**src/rtl/lsb_steg_extract_sentinel_unit_defines.svh**
```systemverilog
// Assertion macros for the extractor
`ifndef LSB_STEG_EXTRACT_SENTINEL_UNIT_DEFINES_SVH
`define LSB_STEG_EXTRACT_SENTINEL_UNIT_DEFINES_SVH

// same-cycle implication
`define LSBX_ASSERT_NOW(label, cond, conseq, msg) \
  label: assert property (@(posedge clk) disable iff (rst) (cond) |-> (conseq)) \
    else $error(msg);

// next-cycle implication
`define LSBX_ASSERT_NEXT(label, cond, conseq, msg) \
  label: assert property (@(posedge clk) disable iff (rst) (cond) |=> (conseq)) \
    else $error(msg);

`endif

```
**src/rtl/lsbx_pkg.sv**
```systemverilog
`timescale 1ns / 1ps

package lsbx_pkg;

  localparam int OFFSET_BITS   = 24;
  localparam int INTERVAL_BITS = 16;
  localparam int CFG_DATA_BITS = 24;
  localparam int CFG_INDEX_BITS = 2;

  localparam logic [CFG_INDEX_BITS-1:0] REG_BIT_MODE      = 2'd0;
  localparam logic [CFG_INDEX_BITS-1:0] REG_START_OFFSET  = 2'd1;
  localparam logic [CFG_INDEX_BITS-1:0] REG_BYTE_INTERVAL = 2'd2;

  localparam logic [2:0] SENTINEL_LEN = 3'd6;

  typedef struct packed {
    logic                     bit_mode;
    logic [OFFSET_BITS-1:0]   start_offset;
    logic [INTERVAL_BITS-1:0] byte_interval;
  } lsbx_cfg_t;

  typedef struct packed {
    logic       valid;
    logic [7:0] data;
    logic       last;
  } lsbx_result_t;

  function automatic logic [7:0] sentinel_byte(input logic [2:0] step);
    logic [7:0] b;
    unique case (step)
      3'd1:    b = 8'hFF;
      3'd4:    b = 8'hFF;
      default: b = 8'h00;
    endcase
    return b;
  endfunction

endpackage

```
**src/rtl/lsbx_core.sv**
```systemverilog
`timescale 1ns / 1ps

module lsbx_core import lsbx_pkg::*; #(
  parameter int POSITION_BITS = 24
) (
  input  logic                   clk,
  input  logic                   rst,
  input  logic                   advance,
  input  logic [7:0]             data_in,
  input  lsbx_cfg_t              cfg,
  input  logic                   offset_load,
  input  logic [OFFSET_BITS-1:0] offset_value,
  output lsbx_result_t           result,
  output logic                   finished
);

  logic [POSITION_BITS-1:0] position;
  logic [POSITION_BITS-1:0] position_next;
  logic [POSITION_BITS-1:0] next_pick;
  logic [POSITION_BITS-1:0] next_pick_next;
  logic [POSITION_BITS-1:0] offset;
  logic [POSITION_BITS-1:0] step;
  logic [2:0]               bit_count;
  logic [2:0]               bit_count_next;
  logic [7:0]               assembly;
  logic [7:0]               assembly_next;
  logic [7:0]               shifted;
  logic [2:0]               match_step;
  logic [2:0]               match_step_next;
  logic [2:0]               step_inc;
  logic                     finished_next;
  logic                     emit;
  logic [7:0]               emit_byte;
  logic                     hit;
  logic                     last;

  always_comb begin
    offset   = POSITION_BITS'(cfg.start_offset);
    step     = (cfg.byte_interval == '0) ? POSITION_BITS'(1)
                                         : POSITION_BITS'(cfg.byte_interval);
    shifted  = {assembly[6:0], data_in[0]};
    position_next  = position + POSITION_BITS'(1);
    next_pick_next = next_pick;
    bit_count_next = bit_count;
    assembly_next  = assembly;
    emit      = 1'b0;
    emit_byte = data_in;
    if (cfg.bit_mode) begin
      if (position >= offset) begin
        bit_count_next = bit_count + 3'd1;
        assembly_next  = shifted;
        if (bit_count == 3'd7) begin
          emit          = 1'b1;
          emit_byte     = shifted;
          assembly_next = '0;
        end
      end
    end else begin
      if (position == next_pick) begin
        emit           = 1'b1;
        next_pick_next = next_pick + step;
      end
    end
    step_inc = match_step + 3'd1;
    hit  = (match_step < SENTINEL_LEN) && (emit_byte == sentinel_byte(match_step));
    last = emit && hit && (step_inc == SENTINEL_LEN);
    match_step_next = match_step;
    if (emit) begin
      match_step_next = hit ? step_inc : 3'd0;
    end
    finished_next = finished | last;
    result.valid = emit && !finished;
    result.data  = emit_byte;
    result.last  = last;
  end

  always_ff @(posedge clk) begin
    if (rst) begin
      position   <= '0;
      next_pick  <= '0;
      bit_count  <= '0;
      assembly   <= '0;
      match_step <= '0;
      finished   <= 1'b0;
    end else if (offset_load) begin
      next_pick <= POSITION_BITS'(offset_value);
    end else if (advance && !finished) begin
      position   <= position_next;
      next_pick  <= next_pick_next;
      bit_count  <= bit_count_next;
      assembly   <= assembly_next;
      match_step <= match_step_next;
      finished   <= finished_next;
    end
  end

endmodule

```
**src/rtl/lsb_steg_extract_sentinel_unit.sv**
```systemverilog
`timescale 1ns / 1ps
// An accepted cover byte is held in the input register; a message byte it yields is
// held in the result register. Throughput: one cover byte per cycle while the output
// is not stalled; once the input register holds a byte, a waiting result stalls it.
// Reset (rst, synchronous): counters, matcher and handshake flags cleared,
// registers to bit mode, offset 0, interval 1.
`include "lsb_steg_extract_sentinel_unit_defines.svh"

module lsb_steg_extract_sentinel_unit import lsbx_pkg::*; #(
  parameter int POSITION_BITS = 24
) (
  input  logic                      clk,
  input  logic                      rst,
  input  logic                      in_valid,
  output logic                      in_stall,
  input  logic [7:0]                cover_byte,
  output logic                      out_valid,
  input  logic                      out_stall,
  output logic [7:0]                message_byte,
  output logic                      is_last,
  input  logic                      cfg_we,
  input  logic [CFG_INDEX_BITS-1:0] cfg_index,
  input  logic [CFG_DATA_BITS-1:0]  cfg_data
);

  lsbx_cfg_t    cfg;
  lsbx_result_t result;
  logic         in_vld;
  logic [7:0]   in_byte;
  logic         advance;
  logic         offset_load;
  logic         finished;

  assign advance     = in_vld && !(out_valid && out_stall);
  assign in_stall    = in_vld && !advance;
  assign offset_load = cfg_we && (cfg_index == REG_START_OFFSET);

  always_ff @(posedge clk) begin
    if (rst) begin
      cfg.bit_mode      <= 1'b1;
      cfg.start_offset  <= '0;
      cfg.byte_interval <= INTERVAL_BITS'(1);
    end else if (cfg_we) begin
      unique case (cfg_index)
        REG_BIT_MODE:      cfg.bit_mode      <= cfg_data[0];
        REG_START_OFFSET:  cfg.start_offset  <= cfg_data[OFFSET_BITS-1:0];
        REG_BYTE_INTERVAL: cfg.byte_interval <= cfg_data[INTERVAL_BITS-1:0];
        default: ;
      endcase
    end
  end

  // hold the request until the core takes it
  always_ff @(posedge clk) begin
    if (rst) begin
      in_vld <= 1'b0;
    end else if (!in_stall) begin
      in_vld <= in_valid;
    end
  end

  always_ff @(posedge clk) begin
    if (!in_stall && in_valid) begin
      in_byte <= cover_byte;
    end
  end

  lsbx_core #(
    .POSITION_BITS(POSITION_BITS)
  ) u_core (
    .clk          (clk),
    .rst          (rst),
    .advance      (advance),
    .data_in      (in_byte),
    .cfg          (cfg),
    .offset_load  (offset_load),
    .offset_value (cfg_data[OFFSET_BITS-1:0]),
    .result       (result),
    .finished     (finished)
  );

  always_ff @(posedge clk) begin
    if (rst) begin
      out_valid <= 1'b0;
    end else if (advance) begin
      out_valid <= result.valid;
    end else if (!out_stall) begin
      out_valid <= 1'b0;
    end
  end

  always_ff @(posedge clk) begin
    if (advance && result.valid) begin
      message_byte <= result.data;
      is_last      <= result.last;
    end
  end

  `LSBX_ASSERT_NOW(a_last_sets_finished, out_valid && is_last, finished, "last without finish")
  `LSBX_ASSERT_NOW(a_last_is_zero, out_valid && is_last, message_byte == 8'h00, "bad sentinel end")
  `LSBX_ASSERT_NEXT(a_quiet_after_finish, finished && !out_valid, !out_valid, "output after finish")

endmodule
```
**config.mk**
```make
export PLATFORM = sky130hd
export DESIGN_NAME = lsb_steg_extract_sentinel_unit
export DESIGN_NICKNAME = d
export VERILOG_FILES = /design/src/rtl/lsbx_pkg.sv /design/src/rtl/lsbx_core.sv /design/src/rtl/lsb_steg_extract_sentinel_unit.sv
export VERILOG_INCLUDE_DIRS = /design/src /design/src/rtl
export SDC_FILE = /design/constraint.sdc
export NUM_CORES = 1
export LEC_CHECK = 0
export BUFFER_PORTS_ARGS = -buffer_cell sky130_fd_sc_hd__buf_2
export CAP_MARGIN = 0
export CORE_UTILIZATION = 55
export DETAILED_ROUTE_END_ITERATION = 10
export PLACE_DENSITY = 0.77
export SYNTH_ARGS = -nofsm -noshare
export SYNTH_HDL_FRONTEND = slang
export SYNTH_SLANG_ARGS = --single-unit
```
**constraint.sdc**
```tcl
create_clock -name clk -period 2.55 [get_ports clk]
set_input_delay 0.1275 -clock clk [delete_from_list [all_inputs] [get_ports clk]]
set_output_delay 0.1275 -clock clk [all_outputs]
set_load 0.01 [all_outputs]
```
=== After elaboration in Yosys (flattened, before gate mapping) ===
Cells that the tools add are included.

* Bitwise logic cells: 2
* Equal/unequal tests: 10
* Reductions and logical operators: 27
* Mux-type cells: 17
* $add $sub $neg: 4
* Order comparisons: 2

{| class="wikitable"
|+ Operators with widths
! kind !! count
|-
| 24-bit two-way mux || 4
|-
| 8-bit two-way mux || 4
|-
| 24-bit by 1-bit adder with 24-bit output, second input constant || 1
|-
| 24-bit adder || 1
|-
| 24-bit == test || 1
|-
| 24-bit greater-or-equal comparator || 1
|-
| 16-bit zero test || 1
|-
| 16-bit two-way mux || 1
|-
| 1-bit logical AND || 11
|-
| 3-bit == test, second input constant || 3
|-
| 8-bit == test || 1
|-
| 2-bit AND reduction || 4
|-
| 7-bit two-way mux || 1
|-
| 3-bit by 1-bit adder with 3-bit output, second input constant || 2
|-
| 1-bit two-way mux || 6
|-
| 3-bit AND reduction || 2
|-
| 1-bit zero test || 4
|-
| 2-bit by 1-bit inequality test with 1-bit output, second input constant || 2
|-
| 4-bit AND reduction || 1
|-
| 2-bit nonzero test || 2
|-
| 3-bit by 1-bit == test with 1-bit output, second input constant || 1
|-
| 3-bit less-than comparator, second input constant || 1
|-
| 3-bit two-way mux || 1
|-
| 2-bit by 1-bit == test with 1-bit output, second input constant || 1
|-
| other kinds (5) || 5
|}

* Bits in registers: 122
* Output and inout bits: 11
* Word-level logic and storage cells: 76
* Bits of input ports: 39

=== Longest topological paths before layout ===
Gate-level depths: netlist (run 1).

* Depth in word-level cells: 9
* Gate-level depth with buffers: 12
* Depth with buffers taken out: 12

=== Hierarchy ===
A second synthesis (run 1) with hierarchy kept.

* Cell total of the unflattened synthesis: 806
* Area, all modules: 7,209.4 um^2

{| class="wikitable"
|+ Modules (own cells, without submodules)
! module !! times used !! sequential area each (um^2) !! cells each !! area each (um^2)
|-
| lsbx_core || 1 || 1,241.2 || 613 || 4,878.4
|-
| lsb_steg_extract_sentinel_unit || 1 || 1,371.3 || 193 || 2,331.0
|}

=== Least setup slack after synthesis (run 1) ===
No wires, ideal clock.

* Path kind: register to register
* From: register, netlist name cfg[11]
* To: register u_core.next_pick[20]
* Data arrival time: 2.644 ns
* Buffers on the path: 0
* Period minus slack after synthesis: 2.782 ns
* Setup slack: -0.232 ns
* Setup time: 0.137 ns
* Required time: 2.413 ns
* Cell stages (with the launch flop): 13
* Cell sequence: dfxtp_1 nor3_1 a41o_1 ha_1 fa_1 a211oi_1 o21ai_1 a211oi_1 o311ai_1 and4_1 nand3_1 xor2_1 a211oi_1

* Longest elaborated chain between the ends: 7

{| class="wikitable"
|+ Ends and longest elaborated chain
! item !! RTL line !! text
|-
| 16-bit zero test || lsbx_core.sv:39 || <nowiki>step = (cfg.byte_interval == '0) ? POSITION_BITS'(1)</nowiki>
|-
| 16-bit two-way mux (*) || lsbx_core.sv:39 ||
|-
| 24-bit adder (*) || lsbx_core.sv:61 || <nowiki>next_pick_next = next_pick + step;</nowiki>
|-
| 24-bit two-way mux (*) || lsbx_core.sv:59 || <nowiki>if (position == next_pick) begin</nowiki>
|-
| 24-bit two-way mux (*) || lsbx_core.sv:48 || <nowiki>if (cfg.bit_mode) begin</nowiki>
|-
| 24-bit two-way mux (*) || lsbx_core.sv:87 || <nowiki>end else if (advance && !finished) begin</nowiki>
|-
| 24-bit two-way mux (*) || lsbx_core.sv:85 || <nowiki>end else if (offset_load) begin</nowiki>
|-
| to (signal assigned) || lsbx_core.sv:86 || <nowiki>next_pick <= POSITION_BITS'(offset_value);</nowiki>
|-
| to (signal assigned) || lsbx_core.sv:89 || <nowiki>next_pick <= next_pick_next;</nowiki>
|-
| to (decl) || lsbx_core.sv:19 || <nowiki>logic [POSITION_BITS-1:0] next_pick;</nowiki>
|}

Mark *: on every way between the ends. The rest lies on a longest branch, timed or not. The select of a mux whose other input is x is not followed.
A chain may end at the register's enable or synchronous reset.

=== Worst setup path after layout (run 1) ===
* From: register, netlist name cfg[9]
* To: register u_core.next_pick[18]

* Longest elaborated chain between the ends: 7

{| class="wikitable"
|+ Ends and longest elaborated chain
! item !! RTL line
|-
| 16-bit zero test || lsbx_core.sv:39
|-
| 16-bit two-way mux (*) || lsbx_core.sv:39
|-
| 24-bit adder (*) || lsbx_core.sv:61
|-
| 24-bit two-way mux (*) || lsbx_core.sv:59
|-
| 24-bit two-way mux (*) || lsbx_core.sv:48
|-
| 24-bit two-way mux (*) || lsbx_core.sv:87
|-
| 24-bit two-way mux (*) || lsbx_core.sv:85
|}

Marked as above.

==> summary.md, run 1 <==
| Metric | Value |
|---|---|
| Worst R2R Start | cfg[9] |
| Share of layout cells above drive strength 1 | 33.5% |
| Vias in the first global route | 6,513 |
| Max IR drop VDD | 0.563 mV |
| Global route total overflow | 0 |
| Compound-Gate Fraction of Synth Area | 15.3% |
| Post-route cell area | 0.00942 mm² |
| Slack of the critical path | -294 ps |
| Clk_lat worst skew | 430 ps |
| Number of synthesized flops with an enable pin | 17 |
| Seq cells post-synth | 122 |
| Setup TNS | -5070 ps |
| TritonCTS Sinks | 122 |
| Register Area | 0.00265 mm² |
| Unrepaired setup endpoints after global routing | true |
| Synth Area in XOR/XNOR | 7.65% |
| Critical path's top delay family | compound AO/OA/AOI/OAI gates |
| Crit path DAT | 3180 ps |
| Failing checks | setup timing |
| CP peak stage delay | 390 ps |
| GRT Overall Usage | 32.3% |
| Initial Utilization | 56.2% |
| Adder-Cell Fraction of Synth Area | 8.82% |
| Synth Area in Simple Gates | 21.0% |
| Routed vias | 6,693 |
| Worst Hold Depth | 4 |
| Power Dens Cells | 548 mW/mm² |
| Rows | 40 |
| Synth unique cells | 61 |
| DR WL/cell | 20.6 µm |
| Least-Margin Pin Slew | 996 ps |
| Synth cell count leaders | nand2_1 (128), dfxtp_1 (105), a21oi_1 (90) |
| Tightest Hold Check Type | in2reg |
| Crit path cell chain | nor4_4 -> a41o_1 -> ha_4 -> fa_2 -> a211oi_2 -> o21ai_2 -> a211oi_2 -> o311ai_2 -> and4_1 -> buf_6 -> xnor2_2 -> a211oi_2 |
| FFs w/ async S/R, synth | 0% |
| Hold Path End | out_valid |
| DR DRC count | 0 |
| Final nets | 1,015 |
| Worst r2r path cells | 12 |
| CTS Buf Count | 17 |
| Number of max-cap violations | 0 |
| CTS H-tree lvls | 4 |
| Antenna Nets Post-Route | 0 |
| Layout Area Growth over Synthesis | 39.5% |
| Inserted Diodes | 0 |
| Clk_skew | 11.6 ps |
| Fillers | 694 |
| P_leak | 3.85 nW |
| Pins over their slew limit | 0 |
| Slowest cell on crit path | a211oi_2 |
| Final setup violation count | 40 |
| Post-synthesis mux area share | 4.19% |
| Largest family of logic cells by synthesized area | simple AND/OR/NAND/NOR gates |
| WP buf/inv | 1 |
| DP Area | 0.00759 mm² |
| Most frequent cell after synthesis | nand2_1 |
| Port bufs | 49 |
| Critical path endpoint category | flop |
| R2r setup slk | -290 ps |
| CTS root buf | clkbuf_16 |
| Initial antenna violation count | 0 |
| Post-synth top area share | 31.1% |
| CP dominant cell by count | a211oi_2 |
| Die area | 0.0127 mm² |
| Final Cycle Share | 112% |
| Min Tclk post-route | 2840 ps |
| DRT iter0 DRCs | 718 |
| Cells after synthesis | 791 |
| CP Class | reg2reg |
| Yosys top cell by area | dfxtp_1 |
| Largest cells by area after synthesis | dfxtp_1 (31%), ha_1 (8.5%), edfxtp_1 (7.6%) |
| Synth Area per Inst | 8.54 µm² |
| Pin count of the biggest net entering global routing | 55 |
| Seq/Total Area, Yosys | 38.7% |
| Die Y | 113 µm |
| Drt first pass iters | 5 |
| WP data required | 2880 ps |
| Gp weighted congestion | 0.929 |
| FF-to-FF End | u_core.next_pick[18] |
| Multi-input logic area | 0.00450 mm² |
| Die X | 113 µm |
| Global-route wire length before repair | 31,900 µm |
| Synth Warn # | 0 |
| Max-slew headroom | 33.6% |
| Clock buffer depth | 2 |
| Detailed Route WL | 22,400 µm |
| CTS tree | done |
| Hold Crit Start | out_stall |
| Outcome | complete, but fails checks |
| Core area | 0.0120 mm² |
| Max Freq | 0.352 GHz |
| Post-Syn Area | 0.00675 mm² |
| Hold Slack | 118 ps |
| Final hold viol count | 0 |
| Clk slew on worst S/H paths | 60 ps |
| CP Launch Type | flop |
| Crit-path max FO | 2 |
| Top_reg_cell synth | dfxtp_1 |
| Dpl hpwl | 12,900 µm |
| Vias per cell | 6.15 |
| Syn_nets | 877 |
| # IOs | 50 |
-- worst min-delay path, stage by stage --
cell    delay, ps
buf_2          90
and2_1        150
nor2_1         50
nor2_1         80
-- sequential cells by signal (all words and copies together), names as in the netlist --
signal and flops:
u_core.match_step 3, in_vld 1, in_byte 8, u_core.finished 1, cfg 41, u_core.next_pick 24, u_core.position 24, message_byte 8
u_core.bit_count 3, u_core.assembly 7, out_valid 1, is_last 1
-- stage by stage --
step | utilization [%] | cells | power [W] | setup WS, ps
2_1_floorplan | - | 791 | 0.00231 | -67.6
3_3_place_gp | 63.2 | 1008 | 0.00245 | -221
3_5_place_dp | 63.2 | 1008 | 0.00246 | -361
4_1_cts | 74.0 | 1080 | 0.00507 | -133
5_1_grt | 78.4 | 1088 | 0.00531 | -401
6_report | 78.4 | 1088 | 0.00516 | -294
-- routing by layer --
metal,vias to the layer above,global-route usage [%],wire [µm]
li1,3049,-,-
met1,3189,37.6,8470
met2,349,56.7,11100
met3,106,6.91,1650
met4,0,14.7,1210
met5,-,0,0
-- where the power goes --
group / internal, W / leakage, nW / switching, W
combinational: 0.000250 / 2.52 / 0.000282
clock: 0.00170 / 0.304 / 0.000879
sequential: 0.00200 / 1.02 / 0.0000484
-- worst max path at each step --
stage,from,to,cells past startpoint
6_report,cfg[9],u_core.next_pick[18],12
5_1_grt,cfg[7],u_core.next_pick[18],12
4_1_cts,cfg[7],u_core.next_pick[20],12
3_5_place_dp,cfg[39],message_byte[4],9
3_3_place_gp,cfg[39],message_byte[3],9
2_1_floorplan,cfg[1],u_core.next_pick[20],12
-- placed cells by master, fill, tap and decap left out, types with 8 or more instances in the layout --
master           n
a21oi_1         65
a21oi_2         20
buf_2           49
buf_4           64
buf_6            8
clkbuf_16       21
dfxtp_1         72
dfxtp_2         33
dlygate4sd3_1   33
edfxtp_1        17
ha_1            28
ha_4            16
inv_1           21
inv_2           10
mux2_2           8
mux2_4          10
nand2_1        125
nand3_1         16
nand4_1         14
nor2_1          49
nor3_1          11
nor4_1           8
o21ai_0         15
or3_1            9
xnor2_1         18
xor2_1          39
-- layout make-up --
cell class	instances	area share, %
Clock buffer	25	5.50
Inverter	31	1.24
Tap cell	147	1.95
Multi-Input combinational cell	594	47.8
Timing Repair Buffer	163	14.2
Clock inverter	6	1.14
Sequential cell	122	28.2
-- kinds of logic (layout without fill, tap and decap cells) --
family	count (synthesis)	count (layout)
flip-flops	122	122
XOR/XNOR	59	59
adder cells (fa/ha/maj)	47	47
AO/OA/AOI/OAI	170	170
AND/OR/NAND/NOR	292	292
buffers and inverters	75	225
multiplexers	26	26
-- timing repair --
item,in CTS,in global routing
gates resized for setup,57,93
endpoints found under the setup margin,39,47
endpoints found under the hold margin,36,0
pin swaps,38,60
buffers inserted,8,7
hold buffers,33,0
cloned,0,2
No activity file was read; power rests on OpenSTA's default activity.
==> run 2: changes to the inputs <==
Settings changed: CELL_PAD_IN_SITES_DETAIL_PLACEMENT from default to 1, CELL_PAD_IN_SITES_GLOBAL_PLACEMENT from default to 1, CORE_UTILIZATION 55 to 42, PLACE_DENSITY 0.77 to default, PLACE_DENSITY_LB_ADDON from default to 0.1.
==> run 2 against run 1 <==
Effect of this change:
- the run still ends with setup timing left
- via count decreased by 2.7%
- first-iteration DRC count down 54%
- clock power down 7%
- critical endpoint is now u_core.match_step[2]
- count of clock-buffer cells in the layout shrank 8
- routed wire length up 6.7%
- global-route usage fell by 3.3 points
- cell count is 7.6% higher
- combinational power rose by 1%
- sequential cell count unchanged
==> summary.md, run 2 (synthesis results as in run 1) <==
| Metric | Value |
|---|---|
| Outcome | complete, but fails checks |
| Failing checks | setup timing |
| Dpl hpwl | 15,600 µm |
| DR DRC count | 0 |
| Drt first pass iters | 5 |
| Die X | 129 µm |
| Global routing usage on met3 | 4.03% |
| Final Cycle Share | 108% |
| Clk slew on worst S/H paths | 60 ps |
| Global routing's busiest layer | met2 |
| Vias in the first global route | 6,898 |
| Vias per cell | 5.56 |
| Routed vias | 6,511 |
| Layout Area Growth over Synthesis | 40.5% |
| Crit path cell chain | inv_2 -> ha_4 -> nand4_1 -> nor4_2 -> buf_4 -> a221o_1 -> buf_4 -> o311a_4 -> mux2i_1 -> buf_4 -> buf_12 -> o2111ai_4 -> a31oi_1 |
| Inserted Diodes | 0 |
| Crit-path max FO | 5 |
| Worst Hold Depth | 3 |
| CTS Buf Count | 17 |
| Critical path endpoint category | flop |
| Global-route wire length before repair | 36,400 µm |
| DRT iter0 DRCs | 328 |
| Tightest Hold Check Type | in2reg |
| Slack of the critical path | -204 ps |
| Clk_skew | 11.6 ps |
| Global route total overflow | 0 |
| Final nets | 1,033 |
| TritonCTS Sinks | 122 |
| Met2 Resource Use GR | 54.3% |
| Number of max-cap violations | 0 |
| Power Dens Cells | 527 mW/mm² |
| Die area | 0.0166 mm² |
| Hold Path End | cfg[30] |
| Max-slew headroom | 52.0% |
| Die Y | 129 µm |
| GRT Overall Usage | 28.9% |
| Max IR drop VDD | 0.478 mV |
| # IOs | 50 |
| Gp weighted congestion | 0.853 |
| Reg with most FFs | cfg |
| P_leak | 3.87 nW |
| Fillers | 1,780 |
| FF-to-FF End | u_core.match_step[2] |
| CP dominant cell by count | buf_4 |
| Initial antenna violation count | 0 |
| Core area | 0.0154 mm² |
| CTS root buf | clkbuf_16 |
| Max Freq | 0.363 GHz |
| Share of layout cells above drive strength 1 | 35.4% |
| Pins over their slew limit | 0 |
| Slowest cell on crit path | dfxtp_2 |
| R2r setup slk | -200 ps |
| Rows | 45 |
| Pin count of the biggest net entering global routing | 56 |
| Port bufs | 49 |
| Hold Crit Start | cfg_data[14] |
| Max reg flops | 41 |
| Initial Utilization | 43.8% |
| CP Launch Type | flop |
| Final setup violation count | 15 |
| Critical path's top delay family | compound AO/OA/AOI/OAI gates |
| Min Tclk post-route | 2750 ps |
| Commonest cells after routing, fill and taps aside | nand2_1 (121), buf_4 (87), a21oi_1 (75) |
| Worst r2r path cells | 13 |
| Final hold viol count | 0 |
| Clock buffer depth | 2 |
| Largest registers | cfg (41), u_core.next_pick (24), u_core.position (24) |
| Met1 Usage GRT | 33.7% |
| WP data required | 2880 ps |
| CTS tree | done |
| Antenna Nets Post-Route | 0 |
| Commonest non-fill, non-tap cell in the layout | nand2_1 |
| Detailed Route WL | 23,900 µm |
| Unrepaired setup endpoints after global routing | true |
| Crit path DAT | 3090 ps |
| CP peak stage delay | 340 ps |
| CTS H-tree lvls | 4 |
| CP Class | reg2reg |
| Least-Margin Pin Slew | 719 ps |
| WP buf/inv | 5 |
| Clk_lat worst skew | 430 ps |
| DR WL/cell | 20.4 µm |
| Final core utilization | 61.5% |
| Hold Slack | 5.59 ps |
| Worst R2R Start | cfg[33] |
-- run 2: area by class of cell --
type | count | area (µm²) | area share [%]
clock buffers | 17 | 425 | 4.48
clock inverters | 15 | 153 | 1.61
inverters | 31 | 116 | 1.23
multi-input cells | 595 | 4500 | 47.4
flip-flops and latches | 122 | 2660 | 28.0
well taps | 211 | 264 | 2.78
repair buffers | 180 | 1380 | 14.5
-- run 2: routing by layer --
metal	share of wire (%)	routed length, µm	vias up
li1	-	-	3099
met1	42	9960	3256
met2	53	12700	125
met3	3.0	728	31
met4	2.0	476	0
met5	0	0	-
-- run 2: worst max-delay path by stage --
stage / from / end / slack (ps) / cells after the start
5_1_grt: u_core.position[21] / u_core.next_pick[23] / -270 / 9
3_3_place_gp: cfg[37] / message_byte[0] / -290 / 10
2_1_floorplan: cfg[1] / u_core.next_pick[20] / -70 / 12
4_1_cts: cfg[10] / u_core.next_pick[20] / -200 / 12
6_report: cfg[33] / u_core.match_step[2] / -200 / 13
3_5_place_dp: cfg[11] / u_core.next_pick[23] / -390 / 12
-- run 2: power breakdown --
group / internal [W] / switching [W] / leakage, nW
Sequential: 0.00200 / 0.0000520 / 1.03
Combinational: 0.000257 / 0.000282 / 2.56
Clock: 0.00138 / 0.00103 / 0.284
-- run 2: stage by stage --
step                power, W  std cells  setup TNS (ps)  cell area, µm²  worst slack (ps)
floorplan            0.00231        791           -67.6            6800             -67.6
global placement     0.00247       1082           -5230            7730              -291
detailed placement   0.00249       1082           -8010            7730              -386
CTS                  0.00497       1159           -1030            9140              -198
global route         0.00515       1171           -4900            9490              -272
finish               0.00500       1171           -1550            9490              -204
-- run 2: timing repair --
item | in CTS | in global routing
setup buffers | 13 | 15
setup endpoints to repair | 46 | 53
pin swaps | 47 | 51
cloned | 3 | 0
hold buffers | 31 | 0
resized for setup | 88 | 62
hold endpoints to repair | 38 | 0
-- run 2: worst register-to-register path, cell delays in order, from the launching register on --
cell	delay, ps
dfxtp_2	340
inv_2	40
ha_4	260
nand4_1	130
nor4_2	310
buf_4	170
a221o_1	240
buf_4	150
o311a_4	200
mux2i_1	240
buf_4	190
buf_12	110
o2111ai_4	90
a31oi_1	210
==> run 3: changes to the inputs <==
Settings changed: SYNTH_HIERARCHICAL from default to 1.
==> run 3 against run 2 <==
Effect of this change:
- first-iteration DRC count rose by 26%
- cell count grew 1.0%
- hold slack improved by 6.1 ps
- largest cell class unchanged
- the run still ends with setup timing left
- die area grew 6.7%
- clock power shrank 5%
- critical path depth down 1
==> summary.md, run 3 <==
| Metric | Value |
|---|---|
| Outcome | complete, but fails checks |
| Failing checks | setup timing |
| Commonest cells after routing, fill and taps aside | buf_4 (79), nand2b_1 (68), dfxtp_1 (61) |
| CP Class | reg2reg |
| Crit-path max FO | 3 |
| Rows | 47 |
| Cells after synthesis | 806 |
| Reg with most FFs | cfg |
| P_leak | 4.07 nW |
| Pins over their slew limit | 0 |
| DR WL/cell | 21.8 µm |
| Number of max-cap violations | 0 |
| Seq/Total Area, Yosys | 36.2% |
| Final nets | 1,036 |
| Hold Slack | 11.7 ps |
| Largest cells by area after synthesis | dfxtp_1 (29%), ha_1 (8.0%), edfxtp_1 (7.1%) |
| Vias in the first global route | 7,049 |
| Max reg flops | 41 |
| Vias per cell | 5.66 |
| WP data required | 2890 ps |
| CP Launch Type | flop |
| Syn_nets | 892 |
| Synth Area in XOR/XNOR | 7.17% |
| GRT Overall Usage | 27.9% |
| Antenna Nets Post-Route | 0 |
| DRT iter0 DRCs | 414 |
| Inserted Diodes | 0 |
| Max IR drop VDD | 0.503 mV |
| Detailed Route WL | 25,800 µm |
| Commonest non-fill, non-tap cell in the layout | buf_4 |
| Compound-Gate Fraction of Synth Area | 11.5% |
| Sw Share | 27.2% |
| Worst Hold Depth | 3 |
| Worst r2r path cells | 12 |
| Synth Warn # | 6 |
| Clk slew on worst S/H paths | 60 ps |
| P_sw | 0.00135 W |
| CTS root buf | clkbuf_16 |
| Final Cycle Share | 106% |
| Max-slew headroom | 37.4% |
| R2r setup slk | -150 ps |
| CTS H-tree lvls | 4 |
| Synth cell count leaders | dfxtp_1 (105), nand2b_1 (68), nor2_1 (58) |
| Top_reg_cell synth | dfxtp_1 |
| Slack of the critical path | -153 ps |
| Final hold viol count | 0 |
| Yosys top cell by area | dfxtp_1 |
| Global route total overflow | 0 |
| Die area | 0.0177 mm² |
| Pin count of the biggest net entering global routing | 98 |
| Global-route wire length before repair | 37,300 µm |
| # IOs | 50 |
| Drt first pass iters | 7 |
| Least-Margin Pin Slew | 939 ps |
| Post-Syn Area | 0.00721 mm² |
| Clk_lat worst skew | 430 ps |
| Min Tclk post-route | 2700 ps |
| Post-synth top area share | 29.2% |
| Clk_skew | 6.79 ps |
| Synth Area in Simple Gates | 23.6% |
| CTS Buf Count | 17 |
| Final setup violation count | 12 |
| Number of synthesized flops with an enable pin | 17 |
| CTS tree | done |
| Total power draw | 0.00496 W |
| Synth unique cells | 70 |
| Routed vias | 6,696 |
| Seq cells post-synth | 122 |
| Max Freq | 0.370 GHz |
| Die X | 133 µm |
| Adder-Cell Fraction of Synth Area | 8.26% |
| Tightest Hold Check Type | in2reg |
| Power Dens Cells | 505 mW/mm² |
| Dpl hpwl | 17,100 µm |
| Synth Area per Inst | 8.94 µm² |
| Dpl ws | -540 ps |
| Share of layout cells above drive strength 1 | 34.0% |
| Setup TNS | -898 ps |
| Comb power frac | 12.1% |
| Die Y | 133 µm |
| Initial Utilization | 43.3% |
| Port bufs | 49 |
| Core area | 0.0166 mm² |
| Cell-internal power | 0.00361 W |
| Post-synthesis mux area share | 8.10% |
| Largest registers | cfg (41), u_core/next_pick (24), u_core/position (24) |
| Clock power frac | 46.4% |
| Initial antenna violation count | 0 |
| Critical path endpoint category | flop |
| Final core utilization | 59.1% |
| Layout Area Growth over Synthesis | 36.4% |
| TritonCTS Sinks | 122 |
| Largest family of logic cells by synthesized area | simple AND/OR/NAND/NOR gates |
| Flop pwr share | 41.5% |
| FFs w/ async S/R, synth | 0% |
| Most frequent cell after synthesis | dfxtp_1 |
| Gp weighted congestion | 0.869 |
| Clock buffer depth | 2 |
| Crit path DAT | 3050 ps |
| Unrepaired setup endpoints after global routing | true |
| DR DRC count | 0 |
## run 3: kinds of logic (layout without fill, tap and decap cells)
family,Yosys count,after routing
buf+inv,90,247
xor+xnor,59,59
mux,57,57
fa+ha+maj,47,47
compound gates,125,125
simple gates,306,306
flops,122,122
## run 3: path summary, 6_finish.rpt
kind / startpoint / endpoint
max: cfg[11] / u_core/next_pick[22]
min: cfg_data[4] / cfg[20]
max reg2reg: cfg[11] / u_core/next_pick[22]
min reg2reg: cfg[24] / cfg[24]
## run 3: final cells by class
cell class / count / area [µm²]
Fill cell: 1858 / 6810
Clock buffer: 20 / 468
Multi-Input combinational cell: 594 / 4820
Sequential cell: 122 / 2680
Clock inverter: 12 / 91.3
Tap cell: 220 / 275
Inverter: 44 / 165
Timing Repair Buffer: 171 / 1340
## run 3: through the flow
step / area (µm²) / std cells
2_1_floorplan: 7220 / 806
3_3_place_gp: 8090 / 1100
3_5_place_dp: 8090 / 1100
4_1_cts: 9230 / 1166
5_1_grt: 9830 / 1183
6_report: 9830 / 1183
## run 3: repair_timing
action / in CTS / in global routing
gates cloned: 1 / 0
gates resized for setup: 65 / 104
endpoints found under the hold margin: 31 / 0
setup buffers: 11 / 19
endpoints found under the setup margin: 26 / 50
hold buffers: 26 / 0
pin swaps: 32 / 41
## run 3: critical path, cell delays in order, from the launching register on
cell,delay (ps)
dfxtp_2,340
nor4_4,320
a41o_1,250
ha_4,160
fa_2,250
a211oi_4,80
o21ai_2,140
nand4_1,140
a311oi_2,220
buf_4,180
nor3b_4,190
xnor2_1,110
a211oi_2,240
## run 3: power by group through the flow
stage | logic [W] | clock network, W | registers [W]
finish | 0.000603 | 0.00230 | 0.00206
global route | 0.000641 | 0.00242 | 0.00206
CTS | 0.000532 | 0.00234 | 0.00206
detailed placement | 0.000476 | 0 | 0.00209
global placement | 0.000456 | 0 | 0.00209
floorplan | 0.000293 | 0 | 0.00207
## run 3: per-layer routing
layer | share of wire [%] | wire [µm] | GRT usage, % | vias to the layer above
met5 | 0 | 0 | 0 | -
met1 | 41 | 10500 | 31.8 | 3348
li1 | - | - | - | 3128
met3 | 3.1 | 796 | 5.13 | 62
met4 | 4.4 | 1130 | 15.1 | 0
met2 | 52 | 13400 | 49.0 | 158
